$ cat src/rtl/core/a7p_pkg.sv
package a7p_pkg;

    // held bytes per group and result cells in the output chain
    localparam int HoldLen = 7;
    localparam int OutLen  = HoldLen + 1;

    typedef logic [6:0] t_hold;

    typedef struct packed {
        logic [7:0] out_byte;
        logic       is_status;
        logic       status;
        logic       last_of_run;
    } t_item;

endpackage

$ cat src/rtl/core/a7p_hold_cell.sv
module a7p_hold_cell
    import a7p_pkg::*;
(
    input  logic  i_clk,
    input  logic  i_shift,
    input  t_hold i_d,
    output t_hold o_q
);

    t_hold r_q;

    always_ff @(posedge i_clk) begin
        if (i_shift) begin
            r_q <= i_d;
        end
    end

    assign o_q = r_q;

endmodule

$ cat src/rtl/core/a7p_out_cell.sv
module a7p_out_cell
    import a7p_pkg::*;
(
    input  logic  i_clk,
    input  logic  i_rst_n,
    input  logic  i_move,
    input  logic  i_load,
    input  logic  i_load_valid,
    input  t_item i_load_item,
    input  logic  i_next_valid,
    input  t_item i_next_item,
    output logic  o_valid,
    output t_item o_item
);

    logic  r_valid;
    t_item r_item;

    always_ff @(posedge i_clk) begin
        if (!i_rst_n) begin
            r_valid <= 1'b0;
        end else if (i_load) begin
            r_valid <= i_load_valid;
        end else if (i_move) begin
            r_valid <= i_next_valid;
        end
    end

    always_ff @(posedge i_clk) begin
        if (i_load) begin
            r_item <= i_load_item;
        end else if (i_move) begin
            r_item <= i_next_item;
        end
    end

    assign o_valid = r_valid;
    assign o_item  = r_item;

endmodule

$ cat src/rtl/core/ascii_7bit_packer.sv
// results appear in the cycle after the transfer that completes a group or ends the stream
// throughput: one input byte per cycle; each group of eight bytes gives seven results and an end
// of stream up to eight, one a cycle while not stalled, from an eight-cell output chain
// input ready drops for an end of stream or a byte after seven held ones while the output
// chain holds two or more items or its head item is stalled
// reset: synchronous, active low; clears group count, error flag and output valid bits
module ascii_7bit_packer
    import a7p_pkg::*;
(
    input  logic       i_clk,
    input  logic       i_rst_n,
    input  logic       i_s_axis_tvalid,
    output logic       o_s_axis_tready,
    input  logic [7:0] i_s_axis_tdata,   // [7:0] in_byte
    input  logic       i_s_axis_tlast,   // end_of_stream
    output logic       o_m_axis_tvalid,
    input  logic       i_m_axis_tready,
    output logic [7:0] o_m_axis_tdata,   // [7:0] out_byte
    output logic [1:0] o_m_axis_tuser,   // [0] is_status, [1] status
    output logic       o_m_axis_tlast    // last_of_run
);

    logic [2:0] r_count, n_count;
    logic       r_err, n_err;

    t_hold hold [HoldLen];
    logic  shift;

    logic  out_valid [OutLen];
    t_item out_item  [OutLen];
    logic  load_valid [OutLen];
    t_item load_item  [OutLen];

    logic accept, need_load, chain_free, move, load;
    logic [2:0] stat_pos;

    assign move       = !out_valid[0] || i_m_axis_tready;
    assign chain_free = !out_valid[1] && move;
    assign need_load  = i_s_axis_tlast || (r_count == 3'(HoldLen));
    assign o_s_axis_tready = !need_load || chain_free;
    assign accept     = i_s_axis_tvalid && o_s_axis_tready;

    always_comb begin
        n_count = r_count;
        n_err   = r_err;
        shift   = 1'b0;
        load    = 1'b0;
        if (accept) begin
            if (i_s_axis_tlast) begin
                load    = 1'b1;
                n_count = '0;
                n_err   = 1'b0;
            end else if (r_err) begin
                n_count = r_count;
            end else if (i_s_axis_tdata[7]) begin
                n_err   = 1'b1;
                n_count = '0;
            end else if (r_count < 3'(HoldLen)) begin
                shift   = 1'b1;
                n_count = r_count + 3'd1;
            end else begin
                load    = 1'b1;
                n_count = '0;
            end
        end
    end

    always_ff @(posedge i_clk) begin
        if (!i_rst_n) begin
            r_count <= '0;
            r_err   <= 1'b0;
        end else begin
            r_count <= n_count;
            r_err   <= n_err;
        end
    end

    // newest byte enters cell 0; when full, cell j holds the byte that takes bit j of the eighth
    genvar g;
    generate
        for (g = 0; g < HoldLen; g++) begin : g_hold
            if (g == 0) begin : g_head
                a7p_hold_cell u_cell (
                    .i_clk   (i_clk),
                    .i_shift (shift),
                    .i_d     (i_s_axis_tdata[6:0]),
                    .o_q     (hold[g])
                );
            end else begin : g_body
                a7p_hold_cell u_cell (
                    .i_clk   (i_clk),
                    .i_shift (shift),
                    .i_d     (hold[g-1]),
                    .o_q     (hold[g])
                );
            end
        end
    endgenerate

    assign stat_pos = r_err ? 3'd0 : r_count;

    always_comb begin
        logic [2:0] idx;
        idx = '0;
        for (int k = 0; k < OutLen; k++) begin
            load_valid[k] = 1'b0;
            load_item[k]  = '0;
        end
        if (i_s_axis_tlast) begin
            for (int k = 0; k < OutLen; k++) begin
                idx = r_count - 3'(k) - 3'd1;
                if (!r_err && (3'(k) < r_count)) begin
                    load_valid[k]         = 1'b1;
                    load_item[k].out_byte = {1'b0, hold[idx]};
                end else if (3'(k) == stat_pos) begin
                    load_valid[k]            = 1'b1;
                    load_item[k].is_status   = 1'b1;
                    load_item[k].status      = r_err;
                    load_item[k].last_of_run = 1'b1;
                end
            end
        end else begin
            for (int k = 0; k < HoldLen; k++) begin
                load_valid[k]            = 1'b1;
                load_item[k].out_byte    = {i_s_axis_tdata[HoldLen-1-k], hold[HoldLen-1-k]};
                load_item[k].last_of_run = (k == HoldLen - 1);
            end
        end
    end

    generate
        for (g = 0; g < OutLen; g++) begin : g_out
            if (g == OutLen - 1) begin : g_tail
                a7p_out_cell u_cell (
                    .i_clk        (i_clk),
                    .i_rst_n      (i_rst_n),
                    .i_move       (move),
                    .i_load       (load),
                    .i_load_valid (load_valid[g]),
                    .i_load_item  (load_item[g]),
                    .i_next_valid (1'b0),
                    .i_next_item  ('0),
                    .o_valid      (out_valid[g]),
                    .o_item       (out_item[g])
                );
            end else begin : g_body
                a7p_out_cell u_cell (
                    .i_clk        (i_clk),
                    .i_rst_n      (i_rst_n),
                    .i_move       (move),
                    .i_load       (load),
                    .i_load_valid (load_valid[g]),
                    .i_load_item  (load_item[g]),
                    .i_next_valid (out_valid[g+1]),
                    .i_next_item  (out_item[g+1]),
                    .o_valid      (out_valid[g]),
                    .o_item       (out_item[g])
                );
            end
        end
    endgenerate

    assign o_m_axis_tvalid = out_valid[0];
    assign o_m_axis_tdata  = out_item[0].out_byte;
    assign o_m_axis_tuser  = {out_item[0].status, out_item[0].is_status};
    assign o_m_axis_tlast  = out_item[0].last_of_run;

    a_err_clears_count: assert property (@(posedge i_clk) disable iff (!i_rst_n)
        r_err |-> (r_count == 3'd0))
        else $error("error flag set with bytes held");

    a_eos_gives_result: assert property (@(posedge i_clk) disable iff (!i_rst_n)
        (i_s_axis_tvalid && o_s_axis_tready && i_s_axis_tlast) |=> o_m_axis_tvalid)
        else $error("end of stream transfer left no result");

    a_status_is_last: assert property (@(posedge i_clk) disable iff (!i_rst_n)
        (o_m_axis_tvalid && o_m_axis_tuser[0]) |-> o_m_axis_tlast)
        else $error("status item not marked last");

    a_chain_packed: assert property (@(posedge i_clk) disable iff (!i_rst_n)
        out_valid[1] |-> out_valid[0])
        else $error("output chain has a gap at its head");

endmodule

$ cat config.mk
export PLATFORM = sky130hd
export DESIGN_NAME = ascii_7bit_packer
export DESIGN_NICKNAME = d
export VERILOG_FILES = /design/src/rtl/core/a7p_pkg.sv /design/src/rtl/core/a7p_hold_cell.sv /design/src/rtl/core/a7p_out_cell.sv /design/src/rtl/core/ascii_7bit_packer.sv
export SDC_FILE = /design/constraint.sdc
export NUM_CORES = 1
export LEC_CHECK = 0
export BUFFER_PORTS_ARGS = -buffer_cell sky130_fd_sc_hd__buf_2
export CAP_MARGIN = 40
export CORE_ASPECT_RATIO = 1.25
export CORE_MARGIN = 10
export CORE_UTILIZATION = 56
export CTS_CLUSTER_DIAMETER = 100
export DETAILED_ROUTE_END_ITERATION = 10
export PLACE_DENSITY = 0.75
export SYNTH_ARGS = -nofsm -noshare
export SYNTH_HDL_FRONTEND = slang
export SYNTH_SLANG_ARGS = --single-unit
$ cat constraint.sdc
create_clock -name i_clk -period 11.1 [get_ports i_clk]
set_input_delay 0.555 -clock i_clk [delete_from_list [all_inputs] [get_ports i_clk]]
set_output_delay 0.555 -clock i_clk [all_outputs]
set_load 0.01 [all_outputs]
==> flow_results.xml <==
<?xml version="1.0" encoding="UTF-8"?>
<metrics>
  <group name="routing">
    <metric name="drt-wirelength-per-cell" unit="um">23.28</metric>
    <metric name="antenna_left" unit="">0</metric>
    <metric name="postRouteWirelength" unit="um">19140</metric>
    <metric name="detailroute.via_count" unit="">5589</metric>
    <metric name="via_per_inst" unit="">6.799</metric>
    <metric name="drt_drc_violations_left" unit="">0</metric>
    <metric name="firstDrtPassIters" unit="">5</metric>
    <metric name="drt-initial-drc-count" unit="">654</metric>
  </group>
  <group name="cells_and_area">
    <metric name="drive_gt1_frac" unit="">0.1917</metric>
    <metric name="layout_commonest_cell" unit="">sky130_fd_sc_hd__edfxtp_1</metric>
    <metric name="highest_count_cells_in_the_layout_ignoring_fill_and_taps" unit="">128 x sky130_fd_sc_hd__edfxtp_1, 91 x sky130_fd_sc_hd__nand2_1, 55 x sky130_fd_sc_hd__mux2i_1, 35 x sky130_fd_sc_hd__mux4_2</metric>
    <metric name="final_net_count" unit="">657</metric>
    <metric name="antennaDiodeCount" unit="">0</metric>
    <metric name="synthesis_to_finish_area_growth" unit="%">11.18</metric>
    <metric name="layout.core_utilization" unit="">0.6336</metric>
  </group>
  <group name="clock_network">
    <metric name="cts_root_buf" unit="">sky130_fd_sc_hd__clkbuf_16</metric>
    <metric name="clock_transition_at_the_register_clock_pins_on_the_worst_setup_and_hold_paths_after_cts" unit="ns">0.06</metric>
    <metric name="cts_resized" unit="">0</metric>
    <metric name="tritoncts" unit="">done</metric>
    <metric name="htree_num_levels" unit="">4</metric>
    <metric name="tritoncts.num_buffers" unit="">17</metric>
    <metric name="cts.hold.buffers_added" unit="">0</metric>
    <metric name="numClockSinks" unit="">140</metric>
    <metric name="worst_skew_pair.late_latency" unit="ns">0.43</metric>
    <metric name="cts_buffer_depth" unit="">2</metric>
    <metric name="post_cts_buffers" unit="">0</metric>
  </group>
  <group name="synthesis">
    <metric name="synthAdderAreaFrac" unit="">0.01596</metric>
    <metric name="yosysSeqAreaShare" unit="">0.5211</metric>
    <metric name="ys_dominant_reg_cell" unit="">sky130_fd_sc_hd__edfxtp_1</metric>
    <metric name="post_synthesis_cell_count" unit="">628</metric>
    <metric name="synth_compound_area_frac" unit="">0.1178</metric>
    <metric name="synth_area" unit="um2">7838</metric>
    <metric name="yosys_warnings" unit="">0</metric>
    <metric name="muxShareOfSynthArea" unit="">0.1962</metric>
    <metric name="yosys.cell_types.count" unit="">49</metric>
    <metric name="synth_enable_flop_cells" unit="">128</metric>
    <metric name="ys_ff_latch" unit="">140</metric>
    <metric name="number_of_nets_produced_by_synthesis" unit="">651</metric>
    <metric name="yosys.area_share.xor_xnor" unit="">0.005587</metric>
    <metric name="synth_simple_gate_area_frac" unit="">0.1117</metric>
    <metric name="syn_area_per_cell" unit="um2">12.48</metric>
    <metric name="synth_top_family_by_area" unit="">multiplexers</metric>
    <metric name="synth_async_sr_flop_share" unit="">0</metric>
  </group>
  <group name="worst_hold_path">
    <metric name="worst_hold_path_type" unit="">primary input to register</metric>
  </group>
  <group name="sta">
    <metric name="worst_pin_slew" unit="ns">0.8027</metric>
    <metric name="finClkSkew" unit="ns">0.01003</metric>
    <metric name="maxClockFrequency" unit="MHz">305.4</metric>
    <metric name="total_count_of_max_transition_violations_in_the_final_report" unit="">0</metric>
    <metric name="finalCritPeriodShare" unit="">0.2950</metric>
    <metric name="setup_total_negative_slack" unit="ns">0</metric>
    <metric name="post-route-worst-setup-slack" unit="ns">7.826</metric>
    <metric name="min_period" unit="ns">3.274</metric>
    <metric name="finalHoldViolations" unit="">0</metric>
    <metric name="timing.max_slew.rel_slack" unit="">0.4648</metric>
    <metric name="rsz0062_at_grt" unit="">false</metric>
    <metric name="finalSetupViolations" unit="">0</metric>
  </group>
  <group name="power">
    <metric name="vdd_drop_max" unit="mV">0.1070</metric>
    <metric name="leakage" unit="nW">2.977</metric>
    <metric name="power_density" unit="nW/um2">157.5</metric>
  </group>
  <group name="global_routing">
    <metric name="track_usage" unit="">0.1980</metric>
    <metric name="grt.overflow.total" unit="">0</metric>
    <metric name="grt_pass1_vias" unit="">5576</metric>
    <metric name="grt_max_degree" unit="">63</metric>
    <metric name="antenna_found_initial" unit="">0</metric>
    <metric name="grt_pass1_wl" unit="um">30580</metric>
  </group>
  <group name="worst_setup_path">
    <metric name="cp_max_fo" unit="">52</metric>
    <metric name="reg2reg_setup_slack" unit="ns">7.84</metric>
    <metric name="crit_arrival" unit="ns">2.72</metric>
    <metric name="timing.setup.critical_path_class" unit="">register to output pin</metric>
    <metric name="timing.critical_path.to_type" unit="">output pin</metric>
    <metric name="critPathRequiredTime" unit="ns">10.55</metric>
    <metric name="timing.critical_path.from_type" unit="">register</metric>
  </group>
  <group name="floorplanning">
    <metric name="io-pin-count" unit="">26</metric>
    <metric name="design.core.area" unit="um2">13750</metric>
    <metric name="die_height" unit="um">152.3</metric>
    <metric name="initial_core_util" unit="">0.5699</metric>
    <metric name="die_x" unit="um">125.8</metric>
    <metric name="std_cell_rows" unit="">48</metric>
    <metric name="floorplan.die_area" unit="um2">19160</metric>
  </group>
  <group name="place">
    <metric name="placement.io_buffers" unit="">25</metric>
    <metric name="dp_hpwl" unit="um">12070</metric>
    <metric name="place_ws" unit="ns">7.771</metric>
    <metric name="place_congestion" unit="">0.8781</metric>
  </group>
  <group name="outcome">
    <metric name="status" unit="">complete, no violations</metric>
  </group>
  <group name="job">
    <metric name="drv.max_cap_violation_count" unit="">0</metric>
  </group>
</metrics>
## Yosys cell counts (2+ instances only)
cell type	number	area (um2)
sky130_fd_sc_hd__nand2_1	91	341.6
sky130_fd_sc_hd__and2_1	8	50.05
sky130_fd_sc_hd__nand4_1	4	25.02
sky130_fd_sc_hd__clkbuf_1	30	112.6
sky130_fd_sc_hd__nand3_1	5	25.02
sky130_fd_sc_hd__o21a_1	2	15.01
sky130_fd_sc_hd__buf_1	4	15.01
sky130_fd_sc_hd__dfxtp_1	12	240.2
sky130_fd_sc_hd__a31oi_1	5	31.28
sky130_fd_sc_hd__nor3_1	4	20.02
sky130_fd_sc_hd__a22oi_1	12	90.09
sky130_fd_sc_hd__a21oi_1	14	70.07
sky130_fd_sc_hd__buf_2	15	75.07
sky130_fd_sc_hd__mux4_2	35	788.3
sky130_fd_sc_hd__nand2b_1	31	193.9
sky130_fd_sc_hd__ha_1	10	125.1
sky130_fd_sc_hd__edfxtp_1	128	3844
sky130_fd_sc_hd__nor2_1	8	30.03
sky130_fd_sc_hd__mux2i_1	55	550.5
sky130_fd_sc_hd__mux2_2	13	146.4
sky130_fd_sc_hd__a21o_1	12	90.09
sky130_fd_sc_hd__o31ai_1	8	60.06
sky130_fd_sc_hd__clkinv_1	2	7.510
sky130_fd_sc_hd__o211ai_1	6	45.04
sky130_fd_sc_hd__a311oi_1	3	26.28
sky130_fd_sc_hd__inv_1	8	30.03
sky130_fd_sc_hd__mux4_1	2	52.55
sky130_fd_sc_hd__nor2b_1	15	93.84
sky130_fd_sc_hd__o31a_1	2	17.52
sky130_fd_sc_hd__o221ai_1	28	245.2
sky130_fd_sc_hd__a22o_1	6	52.55
sky130_fd_sc_hd__nor3b_1	2	15.01
sky130_fd_sc_hd__nor4_1	2	12.51
sky130_fd_sc_hd__o21ai_0	31	155.2
## routing by layer
metal,GRT usage,part of all wire,up-vias
met5,0,0,-
met4,0.09125,0.032,0
met3,0.04490,0.073,47
met2,0.3113,0.49,288
met1,0.2541,0.41,2804
li1,-,-,2450
## registers in the layout, indices dropped and copies added, names as in the netlist
signal                       count
g_out.g_body.u_cell.o_valid      7
g_out.g_tail.u_cell.o_valid      1
g_out.g_tail.u_cell.o_item       2
g_hold.g_head.u_cell.o_q         7
g_hold.g_body.u_cell.o_q        42
r_err                            1
r_count                          3
g_out.g_body.u_cell.o_item      77
## critical path, stage by stage (launching register included)
cell                       delay (ns)
sky130_fd_sc_hd__dfxtp_2         0.32
sky130_fd_sc_hd__buf_4           0.58
sky130_fd_sc_hd__ha_1            0.27
sky130_fd_sc_hd__ha_1            0.19
sky130_fd_sc_hd__nor2_1          0.05
sky130_fd_sc_hd__a21oi_1         0.30
sky130_fd_sc_hd__clkinv_1        0.34
sky130_fd_sc_hd__buf_2           0.25
## cell type report
type                    instances  area, um2
clock buffers                  22      464.2
clock inverters                10      117.6
fillers                      1014       5040
inverters                      11      42.54
multi-input cells             428       3543
flip-flops and latches        140       4086
well taps                     175      219.0
repair buffers                 36      240.2
## power by group
group / total, W / internal, W / switching [W] / leakage (nW)
combinational: 0.000150 / 0.0000646 / 0.0000853 / 1.25
sequential: 0.000663 / 0.000640 / 0.0000232 / 1.45
clock: 0.000559 / 0.000342 / 0.000216 / 0.273
## through the flow
stage	instance area [um2]	hold WS, ns	std cells	total power, W
final	8713	0.3134	822	0.001372
after global routing	8713	0.3111	822	0.001417
after CTS	8713	0.2970	822	0.001379
after detailed placement	8132	0.4688	790	0.0008230
after global placement	8084	0.4495	788	0.0008137
after floorplan	7838	0.4366	628	0.0007736
## logic make-up (layout without fill, tap and decap cells)
| logic type | count (synthesis) | after routing |
|---|---|---|
| AO/OA/AOI/OAI | 132 | 132 |
| XOR/XNOR | 2 | 2 |
| adder cells (fa/ha/maj) | 10 | 10 |
| buffers and inverters | 60 | 79 |
| flip-flops | 140 | 140 |
| multiplexers | 105 | 105 |
| other | 1 | 1 |
| AND/OR/NAND/NOR | 178 | 178 |
## path summary, 6_finish.rpt
path	from	endpoint	depth (start not counted)
setup reg to reg	r_count[0]	g_out[4].g_body.u_cell.o_item[7]	8
hold reg to reg	g_out[7].g_tail.u_cell.o_valid	g_out[7].g_tail.u_cell.o_valid	2
hold / removal	i_s_axis_tdata[0]	g_hold[0].g_head.u_cell.o_q[0]	1
setup / recovery	r_count[0]	o_s_axis_tready	7
(Power assumes the default switching activity.)
